[src/sv/i2p_pkg.sv]
// Shared types, character codes and precedence functions for the converter.
package i2p_pkg;

   localparam int STACK_DEPTH_DEF = 32;

   localparam logic [7:0] CH_UPPER_A = 8'd65;
   localparam logic [7:0] CH_UPPER_Z = 8'd90;
   localparam logic [7:0] CH_LOWER_A = 8'd97;
   localparam logic [7:0] CH_LOWER_Z = 8'd122;
   localparam logic [7:0] CH_PLUS    = 8'h2B;
   localparam logic [7:0] CH_MINUS   = 8'h2D;
   localparam logic [7:0] CH_STAR    = 8'h2A;
   localparam logic [7:0] CH_PERCENT = 8'h25;
   localparam logic [7:0] CH_SLASH   = 8'h2F;
   localparam logic [7:0] CH_CARET   = 8'h5E;
   localparam logic [7:0] CH_LPAREN  = 8'h28;
   localparam logic [7:0] CH_RPAREN  = 8'h29;
   localparam logic [7:0] CH_NUL     = 8'h00;

   typedef enum logic [1:0] {
      HOLD_NONE,
      HOLD_CHAR,
      HOLD_TOP,
      HOLD_MARK
   } hold_src_type;

   typedef struct packed {
      logic         cap;
      logic         rd;
      logic         push;
      logic         pop;
      logic         set_ovf;
      logic         clr_ovf;
      hold_src_type hold_src;
      logic         send;
      logic         send_last;
   } cmd_type;

   typedef struct packed {
      logic letter;
      logic is_end;
      logic empty;
      logic full;
      logic push_wins;
      logic paren_match;
      logic hold_vld;
      logic rsp_free;
   } status_type;

   function automatic logic is_letter(input logic [7:0] c);
      return (c >= CH_UPPER_A && c <= CH_UPPER_Z) || (c >= CH_LOWER_A && c <= CH_LOWER_Z);
   endfunction

   function automatic logic [2:0] out_rank(input logic [7:0] c);
      logic [2:0] r;
      case (c)
         CH_PLUS, CH_MINUS:             r = 3'd1;
         CH_STAR, CH_PERCENT, CH_SLASH: r = 3'd3;
         CH_CARET:                      r = 3'd6;
         CH_LPAREN:                     r = 3'd7;
         default:                       r = 3'd0;
      endcase
      return r;
   endfunction

   function automatic logic [2:0] in_rank(input logic [7:0] c);
      logic [2:0] r;
      case (c)
         CH_PLUS, CH_MINUS:             r = 3'd2;
         CH_STAR, CH_PERCENT, CH_SLASH: r = 3'd4;
         CH_CARET:                      r = 3'd5;
         default:                       r = 3'd0;
      endcase
      return r;
   endfunction

endpackage

[src/sv/i2p_datapath.sv]
// Datapath: operator stack memory, count, overflow flag, hold and result registers.
module i2p_datapath #(
   parameter int STACK_DEPTH = i2p_pkg::STACK_DEPTH_DEF
) (
   input  logic                 clock,
   input  logic                 reset,
   input  i2p_pkg::cmd_type     cmd,
   output i2p_pkg::status_type  status,
   input  logic                 req_kind,
   input  logic [7:0]           req_char,
   input  logic                 rsp_ready,
   output logic                 rsp_valid,
   output logic [7:0]           rsp_char,
   output logic                 rsp_end,
   output logic                 rsp_last,
   output logic                 rsp_ovf
);
   import i2p_pkg::*;

   localparam int CW = $clog2(STACK_DEPTH + 1);
   localparam int AW = $clog2(STACK_DEPTH);

   logic [7:0]    stack_ff [STACK_DEPTH];
   logic [7:0]    rd_ff;
   logic          kind_ff, kind_in;
   logic [7:0]    char_ff, char_in;
   logic [CW-1:0] count_ff, count_in;
   logic          ovf_ff, ovf_in;
   logic [7:0]    hold_char_ff, hold_char_in;
   logic          hold_end_ff, hold_end_in;
   logic          hold_ovf_ff, hold_ovf_in;
   logic          hold_vld_ff, hold_vld_in;
   logic          rsp_valid_ff, rsp_valid_in;
   logic [7:0]    rsp_char_ff, rsp_char_in;
   logic          rsp_end_ff, rsp_end_in;
   logic          rsp_last_ff, rsp_last_in;
   logic          rsp_ovf_ff, rsp_ovf_in;
   logic [CW-1:0] count_m1;
   logic          empty;

   assign count_m1 = count_ff - 1'b1;
   assign empty    = (count_ff == '0);

   // single write port at the free slot, registered read of the top entry
   always_ff @(posedge clock) begin
      if (cmd.push) begin
         stack_ff[count_ff[AW-1:0]] <= char_ff;
      end
      if (cmd.rd) begin
         rd_ff <= stack_ff[count_m1[AW-1:0]];
      end
   end

   always_comb begin
      kind_in      = cmd.cap ? req_kind : kind_ff;
      char_in      = cmd.cap ? req_char : char_ff;
      count_in     = count_ff;
      if (cmd.push) begin
         count_in = count_ff + 1'b1;
      end else if (cmd.pop) begin
         count_in = count_m1;
      end
      ovf_in       = ovf_ff;
      if (cmd.set_ovf) begin
         ovf_in = 1'b1;
      end else if (cmd.clr_ovf) begin
         ovf_in = 1'b0;
      end

      hold_char_in = hold_char_ff;
      hold_end_in  = hold_end_ff;
      hold_ovf_in  = hold_ovf_ff;
      hold_vld_in  = cmd.send ? 1'b0 : hold_vld_ff;
      case (cmd.hold_src)
         HOLD_CHAR: begin
            hold_char_in = req_char;
            hold_end_in  = 1'b0;
            hold_ovf_in  = ovf_ff;
            hold_vld_in  = 1'b1;
         end
         HOLD_TOP: begin
            hold_char_in = rd_ff;
            hold_end_in  = 1'b0;
            hold_ovf_in  = ovf_ff;
            hold_vld_in  = 1'b1;
         end
         HOLD_MARK: begin
            hold_char_in = CH_NUL;
            hold_end_in  = 1'b1;
            hold_ovf_in  = ovf_ff;
            hold_vld_in  = 1'b1;
         end
         default: begin
         end
      endcase

      rsp_char_in  = rsp_char_ff;
      rsp_end_in   = rsp_end_ff;
      rsp_last_in  = rsp_last_ff;
      rsp_ovf_in   = rsp_ovf_ff;
      rsp_valid_in = rsp_valid_ff && !rsp_ready;
      if (cmd.send) begin
         rsp_char_in  = hold_char_ff;
         rsp_end_in   = hold_end_ff;
         rsp_last_in  = cmd.send_last;
         rsp_ovf_in   = hold_ovf_ff;
         rsp_valid_in = 1'b1;
      end
   end

   always_ff @(posedge clock) begin
      kind_ff      <= kind_in;
      char_ff      <= char_in;
      hold_char_ff <= hold_char_in;
      hold_end_ff  <= hold_end_in;
      hold_ovf_ff  <= hold_ovf_in;
      rsp_char_ff  <= rsp_char_in;
      rsp_end_ff   <= rsp_end_in;
      rsp_last_ff  <= rsp_last_in;
      rsp_ovf_ff   <= rsp_ovf_in;
      if (reset) begin
         count_ff     <= '0;
         ovf_ff       <= 1'b0;
         hold_vld_ff  <= 1'b0;
         rsp_valid_ff <= 1'b0;
      end else begin
         count_ff     <= count_in;
         ovf_ff       <= ovf_in;
         hold_vld_ff  <= hold_vld_in;
         rsp_valid_ff <= rsp_valid_in;
      end
   end

   always_comb begin
      status.letter      = !req_kind && is_letter(req_char);
      status.is_end      = kind_ff;
      status.empty       = empty;
      status.full        = (count_ff == CW'(STACK_DEPTH));
      // an empty stack ranks below everything
      status.push_wins   = empty || (out_rank(char_ff) > in_rank(rd_ff));
      status.paren_match = !empty && (char_ff == CH_RPAREN) && (rd_ff == CH_LPAREN);
      status.hold_vld    = hold_vld_ff;
      status.rsp_free    = !rsp_valid_ff || rsp_ready;
   end

   assign rsp_valid = rsp_valid_ff;
   assign rsp_char  = rsp_char_ff;
   assign rsp_end   = rsp_end_ff;
   assign rsp_last  = rsp_last_ff;
   assign rsp_ovf   = rsp_ovf_ff;

endmodule

[src/sv/i2p_ctrl.sv]
// Controller: sequences reads, pops, pushes and result release for each item.
module i2p_ctrl (
   input  logic                clock,
   input  logic                reset,
   input  logic                req_valid,
   output logic                req_ready,
   input  i2p_pkg::status_type status,
   output i2p_pkg::cmd_type    cmd
);
   import i2p_pkg::*;

   typedef enum logic [3:0] {
      S_IDLE   = 4'b0001,
      S_READ   = 4'b0010,
      S_DECIDE = 4'b0100,
      S_FIN    = 4'b1000
   } state_type;

   state_type state_ff, state_in;
   logic      can_emit;

   // a new result may enter hold only if the held one can move out now
   assign can_emit  = !status.hold_vld || status.rsp_free;
   assign req_ready = (state_ff == S_IDLE);

   always_comb begin
      state_in = state_ff;
      cmd      = '0;
      cmd.hold_src = HOLD_NONE;
      case (state_ff)
         S_IDLE: begin
            if (req_valid) begin
               if (status.letter) begin
                  cmd.hold_src = HOLD_CHAR;
                  state_in     = S_FIN;
               end else begin
                  cmd.cap  = 1'b1;
                  state_in = S_READ;
               end
            end
         end
         S_READ: begin
            cmd.rd   = 1'b1;
            state_in = S_DECIDE;
         end
         S_DECIDE: begin
            if (status.is_end && status.empty) begin
               if (can_emit) begin
                  cmd.hold_src = HOLD_MARK;
                  cmd.clr_ovf  = 1'b1;
                  cmd.send     = status.hold_vld;
                  state_in     = S_FIN;
               end
            end else if (!status.is_end && status.push_wins) begin
               if (status.full) begin
                  cmd.set_ovf = 1'b1;
               end else begin
                  cmd.push = 1'b1;
               end
               state_in = status.hold_vld ? S_FIN : S_IDLE;
            end else if (!status.is_end && status.paren_match) begin
               cmd.pop  = 1'b1;
               state_in = status.hold_vld ? S_FIN : S_IDLE;
            end else if (can_emit) begin
               cmd.pop      = 1'b1;
               cmd.hold_src = HOLD_TOP;
               cmd.send     = status.hold_vld;
               state_in     = S_READ;
            end
         end
         S_FIN: begin
            if (status.rsp_free) begin
               cmd.send      = 1'b1;
               cmd.send_last = 1'b1;
               state_in      = S_IDLE;
            end
         end
         default: begin
            state_in = S_IDLE;
         end
      endcase
   end

   always_ff @(posedge clock) begin
      if (reset) begin
         state_ff <= S_IDLE;
      end else begin
         state_ff <= state_in;
      end
   end

endmodule

[src/sv/infix_to_postfix_converter.sv]
// A letter goes into the hold register and then into the result register; no new item
// is taken until it has moved on. An operator first reads the stack top, then pushes, drops a
// matching ( or pops results one by one through hold; an end item pops every entry and then
// sends the end marker. The input is taken only while the controller is idle.
// Reset is synchronous: stack empty, overflow flag clear, no result pending;
// stack contents are left as they are.
module infix_to_postfix_converter #(
   parameter int STACK_DEPTH = i2p_pkg::STACK_DEPTH_DEF
) (
   input  logic       clock,
   input  logic       reset,
   input  logic       req_tvalid,
   output logic       req_tready,
   input  logic [7:0] req_tdata,   // [7:0] char_in
   input  logic       req_tuser,   // [0] kind
   output logic       rsp_tvalid,
   input  logic       rsp_tready,
   output logic [7:0] rsp_tdata,   // [7:0] char_out
   output logic [1:0] rsp_tuser,   // [0] is_end_marker, [1] overflow_seen
   output logic       rsp_tlast
);
   import i2p_pkg::*;

   cmd_type    cmd;
   status_type status;
   logic       end_flag;
   logic       ovf_flag;

   i2p_ctrl u_ctrl (
      .clock     (clock),
      .reset     (reset),
      .req_valid (req_tvalid),
      .req_ready (req_tready),
      .status    (status),
      .cmd       (cmd)
   );

   i2p_datapath #(
      .STACK_DEPTH (STACK_DEPTH)
   ) u_datapath (
      .clock     (clock),
      .reset     (reset),
      .cmd       (cmd),
      .status    (status),
      .req_kind  (req_tuser),
      .req_char  (req_tdata),
      .rsp_ready (rsp_tready),
      .rsp_valid (rsp_tvalid),
      .rsp_char  (rsp_tdata),
      .rsp_end   (end_flag),
      .rsp_last  (rsp_tlast),
      .rsp_ovf   (ovf_flag)
   );

   assign rsp_tuser = {ovf_flag, end_flag};

endmodule

[config.mk]
export PLATFORM = sky130hd
export DESIGN_NAME = infix_to_postfix_converter
export DESIGN_NICKNAME = d
export VERILOG_FILES = /design/src/sv/i2p_pkg.sv /design/src/sv/i2p_datapath.sv /design/src/sv/i2p_ctrl.sv /design/src/sv/infix_to_postfix_converter.sv
export SDC_FILE = /design/constraint.sdc
export NUM_CORES = 1
export LEC_CHECK = 0
export BUFFER_PORTS_ARGS = -buffer_cell sky130_fd_sc_hd__buf_2
export CAP_MARGIN = 15
export CORE_ASPECT_RATIO = 0.9
export CORE_UTILIZATION = 30
export CTS_CLUSTER_DIAMETER = 40
export DETAILED_ROUTE_END_ITERATION = 12
export GPL_ROUTABILITY_DRIVEN = 0
export PLACE_DENSITY_LB_ADDON = 0.15
export SLEW_MARGIN = 40
export SYNTH_ARGS = -nofsm -noshare
export SYNTH_HDL_FRONTEND = slang
export SYNTH_SLANG_ARGS = --single-unit
[constraint.sdc]
create_clock -name clock -period 4 [get_ports clock]
set_input_delay 0.2 -clock clock [delete_from_list [all_inputs] [get_ports clock]]
set_output_delay 0.2 -clock clock [all_outputs]
set_load 0.01 [all_outputs]
# == Yosys cells after proc, flatten, opt, wreduce, memory -nomap -nowiden ==
# Memory sizes are Yosys's and may differ from the RTL's. A register that Yosys moved wholly into a read port is not among the register bits.
# Index checks and enable logic that the tools add are counted.
# word_totals
regBits,43
ramBits,256
in_bits,13
out_inout_bits,13
wordCells,128
n_memories,1
# classes
add_sub_neg,2
n_lt_le_gt_ge,5
eq_ne,27
muxes,47
n_reduce_logical,32
# mem_list
name,words,word_bits,rd,rd_clocked_by_memory_dff,wr,line_no,source
u_datapath.stack_ff,32,8,1,1,1,i2p_datapath.sv:23,logic [7:0] stack_ff [STACK_DEPTH];
# ops
operator,count
"8-bit by 6-bit == test with 1-bit output, second input constant",13
4-bit two-way mux,11
8-bit case mux with 3 select lines,1
1-bit two-way mux,20
"8-bit by 7-bit == test with 1-bit output, second input constant",2
"8-bit by 7-bit >= comparator with 1-bit output, second input constant",2
"8-bit by 7-bit less-or-equal comparator with 1-bit output, second input constant",2
4-bit case mux with 4 select lines,1
3-bit two-way mux,5
6-bit two-way mux,2
3-bit case mux with 4 select lines,1
1-bit logical AND,9
3-bit case mux with 3 select lines,1
3-bit OR reduction,3
2-bit nonzero test,4
"6-bit by 1-bit adder with 6-bit output, second input constant",1
"6-bit == test, second input constant",1
1-bit zero test,6
6-bit zero test,1
2-bit OR reduction,3
"6-bit by 1-bit subtractor with 6-bit output, second input constant",1
"2-bit == test, second input constant",2
"4-bit by 1-bit == test with 1-bit output, second input constant",1
"4-bit by 2-bit == test with 1-bit output, second input constant",1
other kinds (14),19

# == Longest topological paths before layout ==
# Gate-level depths: netlist (run 1).
# depth
ltp_word,12
ltp_mapped,14
mapped_depth_nobuf,13

# == Modules after synthesis ==
# From an unflattened synthesis (run 1), not the netlist that was laid out.
# hier_totals
hier_cells,707
area_unflattened_um2,12816.0
# by_module_without_submodules
module,instances,cells_per_inst,area_per_inst_um2,seq_area_each_um2
i2p_datapath,1,651,12328.1,9008.6
i2p_ctrl,1,54,473.0,80.1
infix_to_postfix_converter,1,2,15.0,0.0

# == Least setup slack after synthesis (run 1) ==
# Ideal clock, no wire load.
# synth_path
path_kind,flip-flop to flip-flop
start,register u_datapath.char_ff[6]
end,memory u_datapath.stack_ff[16][0] (enable)
setup_ns,0.398
arrival_ns,3.486
setup_slack_ns,0.116
stages_incl_launch_ff,11
synth_period_minus_slack_ns,3.884
path_cell_list,edfxtp_1 nor4bb_1 nand2_1 o21ai_0 o2bb2ai_1 nand2_1 o21ai_0 ha_1 a311oi_1 a22oi_1 nor4b_1
# synth_via
elab_chain_len,11
elab_cells_between_ends,18
classes_between,1 x order compare; 7 x eq/ne; 6 x mux; 4 x reduce/logical
# synth_lines
item,line_no,source
from (decl),i2p_datapath.sv:26,"logic [7:0] char_ff, char_in;"
from (signal assigned),i2p_datapath.sv:113,char_ff <= char_in;
8-bit by 6-bit == test with 1-bit output,i2p_pkg.sv:56,case (c)
3-bit OR reduction / 2-bit OR reduction (equally long branches),i2p_pkg.sv:56,
3-bit case mux with 4 select lines *,i2p_pkg.sv:56,
3-bit greater-than comparator *,i2p_datapath.sv:140,status.push_wins = empty || (out_rank(char_ff) > in_rank(rd_ff));
1-bit logical OR *,i2p_datapath.sv:140,
1-bit logical AND *,i2p_ctrl.sv:54,end else if (!status.is_end && status.push_wins) begin
1-bit two-way mux *,i2p_ctrl.sv:54,
3-bit two-way mux *,i2p_ctrl.sv:47,if (status.is_end && status.empty) begin
4-bit two-way mux *,i2p_ctrl.sv:30,case (state_ff)
1-bit two-way mux *,i2p_datapath.sv:46,if (cmd.push) begin
1-bit two-way mux (not written as such) *,i2p_datapath.sv:47,stack_ff[count_ff[AW-1:0]] <= char_ff;
to (decl),i2p_datapath.sv:23,
# Mark *: on every way between the ends. The rest lies on a longest branch, timed or not.

# == Final worst setup path (run 1) ==
# layout_path
start,register u_datapath.rd_ff[4] (read register of u_datapath.stack_ff)
end,memory u_datapath.stack_ff[13][5] (enable)
# layout_via
elab_chain_len,11
elab_cells_between_ends,17
classes_between,1 x order compare; 6 x eq/ne; 6 x mux; 4 x reduce/logical
# layout_lines
item,line_no,source
from (decl),i2p_datapath.sv:24,logic [7:0] rd_ff;
8-bit by 6-bit == test with 1-bit output,i2p_pkg.sv:68,case (c)
3-bit OR reduction / 2-bit OR reduction (equally long branches),i2p_pkg.sv:68,
3-bit case mux with 3 select lines *,i2p_pkg.sv:68,
3-bit greater-than comparator *,i2p_datapath.sv:140,
1-bit logical OR *,i2p_datapath.sv:140,
1-bit logical AND *,i2p_ctrl.sv:54,
1-bit two-way mux *,i2p_ctrl.sv:54,
3-bit two-way mux *,i2p_ctrl.sv:47,
4-bit two-way mux *,i2p_ctrl.sv:30,
1-bit two-way mux *,i2p_datapath.sv:46,
1-bit two-way mux (not written as such) *,i2p_datapath.sv:47,
# Marks and branches as above.

==> results of run 1 <==
## area by class of cell
class / instances / area, um^2
Fill cell: 3722 / 25640
Sequential cell: 307 / 9092
Multi-Input combinational cell: 304 / 3249
Clock buffer: 42 / 1030
Timing Repair Buffer: 93 / 685.7
Tap cell: 540 / 675.6
Clock inverter: 29 / 321.6
Inverter: 9 / 33.78
## timing repair
action,4_1_cts,5_1_grt
resized for setup,0,4
endpoints found under the setup margin,0,176
hold endpoints to repair,13,0
hold buffers,10,0
## per-stage QoR
stage	util	setup slack, ns	power, mW	instances
2_1_floorplan	-	0.1158	3.705	650
3_3_place_gp	0.3341	0.2987	3.798	1243
3_5_place_dp	0.3343	0.2191	3.801	1243
4_1_cts	0.3699	0.1652	7.411	1324
5_1_grt	0.3705	0.02455	7.558	1324
6_report	0.3705	0.3809	7.328	1324
## critical path, stage by stage, from the launching register on
cell and delay (ns):
edfxtp_1 0.44, nor4b_2 0.40, and2_1 0.20, o21bai_1 0.09, o31ai_1 0.08, a21oi_1 0.13
ha_1 0.32, nor2_1 0.06, a311oi_2 0.33, a22o_1 0.24, and2_1 0.33, nand2_2 0.29
nor2_1 0.20, buf_4 0.20
## layout by cell type (no fill, tap or decap), drive strengths merged, types with 10 or more instances in the layout
| cell | netlist | layout |
|---|---|---|
| inv | 9 | 16 |
| dlygate4sd3 | 0 | 10 |
| mux4 | 80 | 80 |
| a21oi | 11 | 11 |
| buf | 11 | 83 |
| edfxtp | 294 | 294 |
| clkinv | 0 | 13 |
| mux2 | 10 | 10 |
| clkbuf | 19 | 42 |
| dfxtp | 13 | 13 |
| nand2 | 38 | 38 |
| o21ai | 14 | 14 |
| nor2 | 52 | 52 |
## kinds of logic after synthesis
kind of cell / count (synthesis) / share of synthesized area
buffers and inverters: 39 / 0.01357
muxes: 91 / 0.1546
xor gates and xnor gates: 5 / 0.003518
and+or+nand+nor: 147 / 0.06223
DFF: 307 / 0.7303
adders and majority gates: 7 / 0.007037
AOI/OAI and AO/OA: 54 / 0.02875
## power by group
part | leakage (nW) | internal [mW] | switching (mW)
clock network | 0.654 | 2.17 | 1.41
logic | 1.39 | 0.0518 | 0.121
registers | 2.76 | 3.55 | 0.0183
## metal layers
layer,vias to the layer above,part of all wire,global-route usage
met5,-,0,0
met4,0,0.022,0.04382
met3,50,0.053,0.03318
met2,187,0.45,0.2138
met1,3390,0.48,0.2075
li1,2883,-,-
## how the worst max path moves through the flow
stage | start | endpoint | slack [ns] | depth (start not counted)
after detailed placement | u_datapath.char_ff[4] | u_datapath.stack_ff[13][3] | 0.22 | 12
final | u_datapath.rd_ff[4] | u_datapath.stack_ff[13][5] | 0.38 | 13
after global placement | u_datapath.char_ff[4] | u_datapath.stack_ff[13][2] | 0.30 | 12
after CTS | u_datapath.char_ff[4] | u_datapath.stack_ff[13][5] | 0.17 | 12
after global routing | u_datapath.char_ff[4] | u_datapath.stack_ff[17][2] | 0.02 | 12
after floorplan | u_datapath.char_ff[6] | u_datapath.stack_ff[16][0] | 0.12 | 10
## sequential cells by signal, indices dropped and copies added (netlist names)
signal,cells
u_datapath.stack_ff,256
u_datapath.char_ff,8
u_datapath.hold_char_ff,8
u_datapath.rd_ff,8
u_datapath.rsp_char,8
u_datapath.count_ff,6
u_ctrl.state_ff,4
u_datapath.hold_end_ff,1
u_datapath.hold_ovf_ff,1
u_datapath.hold_vld_ff,1
u_datapath.kind_ff,1
u_datapath.ovf_ff,1
u_datapath.rsp_end,1
u_datapath.rsp_last,1
u_datapath.rsp_ovf,1
u_datapath.rsp_valid,1
==> qor.txt, run 1 <==
via count: 6510
Remaining Overflow, GRT: 0
crit path kind: reg2reg
Post-synth top cells: edfxtp_1 (294), mux4_2 (80), nor2_1 (52)
VDD IR-drop max: 0.2379 mV
H-tree lvl count: 2
Synth Register Bits: 307
R2R depth: 13
clock transition at the registers of the reported paths: 0.06 ns
DRT iter0 DRCs: 580
fin. max-slew vios: 0
first-pass GRT wire length: 44.71 mm
Hold WC Path Type: in2reg
Period minus WS final: 3.619 ns
Initial Util: 0.3056
vias in the first global route: 6778
syn avg cell area: 19.15 um^2
final worst path period share: 0.9048
drt drc: 0
WL/cell: 22.32 um
CP Launch Type: flop
Tot GR Track Use: 0.1435
largest net degree at the start of global routing: 70
area share of the largest cell type after synthesis: 0.7094
Layout area overhead: 21.23%
Die W: 216.7 um
DP Area: 13610 um^2
clk root buf: clkbuf_16
core region area: 40730 um^2
drt first pass iters: 7
Pwr Density: 485.7 nW/um^2
Worst-Margin Slew: 0.7376 ns
clock skew: 0.01747 ns
dominant synthesized flop cell: edfxtp_1
worst reg2reg path startpoint: u_datapath.rd_ff[4]
CTS tree: built
clock sinks: 307
share of cells above drive strength 1: 0.3304
Post-synth EDFFs: 294
worst hold stages: 2
routed vias/inst: 4.917
final setup fails: 0
Longest Clk Path Bufs: 3
dpl hpwl: 20.11 mm
Hold EP: u_datapath.ovf_ff
Post-CTS Setup Bufs: 0
most common cell in the netlist: edfxtp_1
leakage: 4.798 nW
status: finished, final reports clean
Area contributors post-synth: edfxtp_1 (71%), mux4_2 (14%), dfxtp_1 (2.1%)
total negative slack: 0 ns
unrepaired setup endpoints after global routing: false
Skew-Pair Late Insertion Delay: 0.53 ns
Crit Path Max Fanout: 8
Fmax: 0.2763 GHz
total wire length: 29.56 mm
Mapped Cells: 650
reg-to-reg endpoint: u_datapath.stack_ff[13][5]
Required @ worst endpoint: 4.22 ns
DIE HEIGHT: 195.2 um
hold path startpoint: reset
max_slew headroom: 0.5064
Final Hold Viols: 0
Antenna Nets Post-Route: 0
nets: 776
die area: 42300 um^2
reg2reg setup slack: 0.38 ns
# port buffers: 25
design area: 15090 um^2
I/O pins: 26
Max-cap violations: 0
worst hold slack: 0.06907 ns
Inserted Diodes: 0
Crit. End Element: flop
CP arrival: 3.84 ns
Syn Nets: 670
CTS buffer count: 41
Post-Synthesis Cell Area: 12450 um^2
initial antenna violation count: 0
Yosys warning total: 0
async set-reset flop share out of synthesis: 0
most area-hungry cell type in the Yosys netlist: edfxtp_1
sequential element share of the synthesized area: 0.7303
count of cell types in the netlist: 60
site row count: 70
No activity file was read; power rests on OpenSTA's default activity.
==> inputs of run 2 (changes only) <==
ABC_CLOCK_PERIOD_IN_PS = 4000   (was default)
RECOVER_POWER = 50   (was default)
==> run 2 against run 1 <==
Net effect: the run now ends with max-capacitance violations, max-slew violations left; final area decreased by 0.76%; non-clock buffer count unchanged; count of clock-buffer cells in the layout unchanged; sequential power about the same; combinational power decreased by 7%; critical path type unchanged; largest cell class unchanged; largest power group unchanged.
==> qor.txt, run 2 (same netlist as run 1, synthesis figures left out) <==
status: complete, but fails checks
failing checks: max-capacitance violations, max-slew violations
crit path kind: reg2reg
drt first pass iters: 6 (-1)
Antenna Nets Post-Route: 0 (unchanged)
Initial Util: 0.3056 (unchanged)
Skew-Pair Late Insertion Delay: 0.53 ns (about the same)
family with the most delay on the worst path: simple AND/OR/NAND/NOR gates
clock sinks: 307 (unchanged)
Hold WC Path Type: in2reg
dpl hpwl: 20.11 mm (unchanged)
leading cell type in the layout, fill and taps excluded: edfxtp_1
Period minus WS final: 3.609 ns (-0.01043 ns)
CTS buffer count: 41 (unchanged)
total power: 7.313 mW (-0.21%)
clk root buf: clkbuf_16
via count: 6501 (-0.14%)
largest net degree at the start of global routing: 70 (unchanged)
R2R depth: 13 (unchanged)
Die W: 216.7 um (unchanged)
Filler cells: 3748 (+0.70%)
final setup fails: 0 (unchanged)
worst hold stages: 2 (unchanged)
Final Hold Viols: 0 (unchanged)
Remaining Overflow, GRT: 0 (unchanged)
Crit Path Max Fanout: 8 (unchanged)
clock skew: 0.01784 ns (+0.0003655 ns)
DR WL met2: 13.27 mm (about the same)
DRT iter0 DRCs: 611 (+5.3%)
total negative slack: 0 ns (unchanged)
# port buffers: 25 (unchanged)
total wire length: 29.50 mm (-0.20%)
hold path startpoint: reset
Longest Clk Path Bufs: 3 (unchanged)
CP arrival: 3.83 ns (about the same)
Slowest-stage cell, CP: edfxtp_1
core region area: 40730 um^2 (unchanged)
leakage: 4.669 nW (-2.7%)
VDD IR-drop max: 0.2382 mV (+0.15%)
Worst-Margin Slew: 1.869 ns (+1.131 ns)
Max-cap violations: 1 (+1)
CP Launch Type: flop
reg-to-reg endpoint: u_datapath.stack_ff[13][5]
Inserted Diodes: 0 (unchanged)
drt drc: 0 (unchanged)
Crit. End Element: flop
Largest register FFs: 256 (unchanged)
H-tree lvl count: 2 (unchanged)
crit path launch: u_datapath.rd_ff[4]
worst hold slack: 0.06808 ns (-0.0009864 ns)
Post-CTS Setup Bufs: 0 (unchanged)
Met3 Routed Length: 1.721 mm (+9.5%)
clock transition at the registers of the reported paths: 0.06 ns (about the same)
Layout area overhead: 20.31%
area of the multi-input gates: 3211 um^2 (-1.2%)
vias in the first global route: 6778 (unchanged)
dpl cells: 1243 (unchanged)
WP buf/inv: 1 (unchanged)
Non-Filler Instances: 1324 (unchanged)
site row count: 70 (unchanged)
I/O pins: 26 (unchanged)
worst reg2reg path startpoint: u_datapath.rd_ff[4]
most frequent cells in the layout: edfxtp_1 (294), mux4_2 (80), nor2_1 (52), buf_4 (43), clkbuf_16 (41)
CTS tree: built
die area: 42300 um^2 (unchanged)
met1 wire length: 13.82 mm (-1.7%)
worst path cell trace: nor4b_2, and2_1, o21bai_1, o31ai_1, a21oi_1, ha_1, nor2_1, a311oi_2, a22o_1, and2_1, nand2_2, nor2_1, buf_4
WL/cell: 22.28 um (-0.20%)
Top Layer Used: met4
max_slew headroom: -0.2636 (-0.7700)
unrepaired setup endpoints after global routing: false
Tot GR Track Use: 0.1435 (unchanged)
reg2reg setup slack: 0.39 ns (about the same)
delay of the slowest critical-path stage: 0.44 ns (about the same)
Pwr Density: 488.4 nW/um^2 (+0.56%)
area occupied by registers: 9092 um^2 (unchanged)
fin. max-slew vios: 10 (+10)
share of cells above drive strength 1: 0.2806 (-0.04974)
routed vias/inst: 4.910 (-0.14%)
Fmax: 0.2771 GHz (+0.29%)
DIE HEIGHT: 195.2 um (unchanged)
Hold EP: u_datapath.ovf_ff
final worst path period share: 0.9022 (-0.002606)
nets: 776 (unchanged)
Required @ worst endpoint: 4.22 ns (about the same)
initial antenna violation count: 0 (unchanged)
first-pass GRT wire length: 44.71 mm (unchanged)
==> run 2: how the worst max path moves through the flow <==
stage / depth (start not counted) / slack [ns] / endpoint
2_1_floorplan: 10 / 0.12 / u_datapath.stack_ff[16][0]
5_1_grt: 12 / 0.03 / u_datapath.stack_ff[17][2]
6_report: 13 / 0.39 / u_datapath.stack_ff[13][5]
3_5_place_dp: 12 / 0.22 / u_datapath.stack_ff[13][3]
3_3_place_gp: 12 / 0.30 / u_datapath.stack_ff[13][2]
4_1_cts: 12 / 0.17 / u_datapath.stack_ff[13][5]
==> run 2: area by class of cell <==
class | instances | area share
multi-input cells | 304 | 0.2144
inverters | 9 | 0.002256
clock buffers | 42 | 0.06877
well taps | 540 | 0.04512
repair buffers | 93 | 0.04070
clock inverters | 29 | 0.02148
flip-flops and latches | 307 | 0.6073
==> run 2: per-layer routing <==
metal	global-route usage	up-vias
met4	0.04382	0
met3	0.03318	52
met2	0.2138	215
li1	-	2887
met5	0	-
met1	0.2075	3347
==> run 2: where the power goes <==
part	switching, mW	total [mW]	internal (mW)
clock	1.41	3.58	2.17
sequential	0.0172	3.57	3.55
combinational	0.120	0.160	0.0406
total	1.55	7.31	5.77
==> run 2: repair_timing <==
action,in CTS,in global routing
endpoints found under the hold margin,13,0
resized for setup,0,4
hold buffers,10,0
setup endpoints to repair,0,176
==> run 2: through the flow <==
stage / worst slack (ns) / utilization / cell area (um^2)
5_1_grt: 0.02840 / 0.3677 / 14970
3_3_place_gp: 0.2987 / 0.3341 / 13610
4_1_cts: 0.1652 / 0.3699 / 15070
2_1_floorplan: 0.1158 / - / 12450
6_report: 0.3913 / 0.3677 / 14970
3_5_place_dp: 0.2191 / 0.3343 / 13610
==> inputs of run 3 (changes only) <==
ABC_CLOCK_PERIOD_IN_PS = 2900   (was 4000)
CORE_UTILIZATION = 35   (was 30)
clock period = 2.9 ns   (was 4 ns; I/O delays follow)
==> run 3 against run 2 <==
Net effect: the run ends with negative setup slack left; total power grew 43%; maximum frequency grew 15%; sequential share of layout area shrank 4.2 points; die area shrank 14%; sequential power grew 38%; via count grew 2.1%; final area grew 7.4%; critical path type unchanged; largest cell class unchanged.
==> qor.txt, run 3 (same netlist as run 1, synthesis figures left out) <==
status: complete, but fails checks
failing checks: negative setup slack
most frequent cells in the layout: edfxtp_1 (294), mux4_2 (80), buf_4 (55), clkbuf_16 (43), nand2_1 (26)
drt drc: 0 (unchanged)
Fmax: 0.3192 GHz (+15%)
area of the multi-input gates: 3696 um^2 (+15%)
Remaining Overflow, GRT: 0 (unchanged)
fin. max-slew vios: 0 (-10)
delay of the slowest critical-path stage: 0.41 ns (-0.03 ns)
Core Util, Final: 0.4586 (+0.09096)
Initial Util: 0.3551 (+0.04947)
largest net degree at the start of global routing: 59 (-16%)
Inserted Diodes: 0 (unchanged)
Tot GR Track Use: 0.1658 (+0.02232)
clock skew: 0.01513 ns (-0.002704 ns)
vias in the first global route: 6916 (+2.0%)
total power: 10.44 mW (+43%)
via count: 6640 (+2.1%)
share of cells above drive strength 1: 0.4122 (+0.1316)
dpl hpwl: 19.31 mm (-4.0%)
DRT iter0 DRCs: 446 (-27%)
CTS tree: built
Die W: 200.8 um (-7.3%)
nets: 811 (+4.5%)
Slowest-stage cell, CP: edfxtp_1
routed vias/inst: 5.151 (+4.9%)
Antenna Nets Post-Route: 0 (unchanged)
Hold WC Path Type: in2reg
Longest Clk Path Bufs: 3 (unchanged)
worst path cell trace: nor4b_2, and2_1, o21bai_1, o31ai_1, a21oi_1, ha_1, nor2_1, a311oi_2, a22o_1, buf_4, nand4_1, buf_12, nor2_1, buf_6
CP Launch Type: flop
site row count: 65 (-7.1%)
core region area: 35050 um^2 (-14%)
final setup fails: 291 (+291)
cell mode on critical path: nor2_1
leakage: 5.111 nW (+9.5%)
unrepaired setup endpoints after global routing: true
DIE HEIGHT: 180.9 um (-7.3%)
Worst-Margin Slew: 0.9057 ns (-0.9633 ns)
clock sinks: 307 (unchanged)
final worst path period share: 1.080 (+0.1781)
Place WS: -0.3931 ns (-0.6122 ns)
Skew-Pair Late Insertion Delay: 0.52 ns (about the same)
Required @ worst endpoint: 3.13 ns (-1.09 ns)
initial antenna violation count: 0 (unchanged)
Pwr Density: 649.3 nW/um^2 (+33%)
setup ws final: -0.2328 ns (-0.6240 ns)
Period minus WS final: 3.133 ns (-0.4760 ns)
Layout area overhead: 29.16%
Filler cells: 2943 (-21%)
I/O pins: 26 (unchanged)
total wire length: 29.66 mm (+0.57%)
# port buffers: 25 (unchanged)
max_slew headroom: 0.3962 (+0.6598)
CP arrival: 3.37 ns (-0.46 ns)
clk root buf: clkbuf_16
CTS buffer count: 40 (-2.4%)
clock transition at the registers of the reported paths: 0.06 ns (about the same)
leading cell type in the layout, fill and taps excluded: edfxtp_1
worst hold slack: 0.01253 ns (-0.05555 ns)
VDD IR-drop max: 0.4846 mV (+100%)
Largest register FFs: 256 (unchanged)
die area: 36320 um^2 (-14%)
WL/cell: 23.01 um (+3.3%)
Crit. End Element: flop
drt first pass iters: 8 (+2)
Final Hold Viols: 0 (unchanged)
Max-cap violations: 0 (-1)
area occupied by registers: 9092 um^2 (unchanged)
Crit Path Max Fanout: 9 (+1)
H-tree lvl count: 2 (unchanged)
crit path kind: reg2reg
first-pass GRT wire length: 44.42 mm (-0.65%)
run 3: changes by cell type in the layout (fill, tap and decap cells not counted), sizes merged:
| cell | change |
|---|---|
| buf | +57 |
| inv | +1 |
| clkinv | -7 |
| clkbuf | -20 |
| nand2 | +1 |
| bufinv | +4 |
run 3: where the power goes:
group	leakage, nW	internal (mW)	switching (mW)
Sequential	2.76	4.90	0.0233
Combinational	1.67	0.0941	0.183
Clock	0.685	3.34	1.90
run 3: worst max-delay path, delay by kind of cell (launching register included):
| family | cells | cell delay, ns |
|---|---|---|
| simple gates | 5 | 0.86 |
| compound gates | 5 | 0.73 |
| buf+inv | 3 | 0.51 |
| flops | 1 | 0.41 |
| fa+ha+maj | 1 | 0.31 |
run 3: timing repair:
item                                    4_1_cts  5_1_grt
endpoints found under the setup margin      297      298
gates resized for setup                      15       31
cloned                                        1        2
hold endpoints to repair                     18        0
hold buffers                                 10        0
buffers inserted                             13        0
pin swaps                                    17       13
run 3: final cells by class:
type,count,area share
clock inverter,27,0.02413
tap,469,0.03650
clock buffer,44,0.06452
inverter,9,0.002101
timing repair buffer,128,0.07721
multi-input combinational,305,0.2299
sequential,307,0.5656
run 3: final timing paths:
check / startpoint / end / slack (ns) / depth (start not counted)
min: reset / u_datapath.ovf_ff / 0.01 / 2
min reg2reg: u_datapath.hold_char_ff[1] / u_datapath.rsp_char[1] / 0.42 / 0
max: u_datapath.rd_ff[4] / u_datapath.stack_ff[23][3] / -0.23 / 14
max reg2reg: u_datapath.rd_ff[4] / u_datapath.stack_ff[23][3] / -0.23 / 14
run 3: layer usage:
layer,GRT usage,vias to the layer above,wire length [um]
met2,0.2618,152,14150
li1,-,2961,-
met1,0.2386,3484,13690
met4,0.03969,0,475
met5,0,-,0
met3,0.02976,43,1349
run 3: metrics by stage:
step	setup TNS, ns	cells	area [um^2]
global route	-104.77	1289	16080
floorplan	-135.19	650	12820
finish	-46.48	1289	16080
global placement	-61.69	1191	14130
detailed placement	-82.42	1191	14130
CTS	-58.92	1286	15900
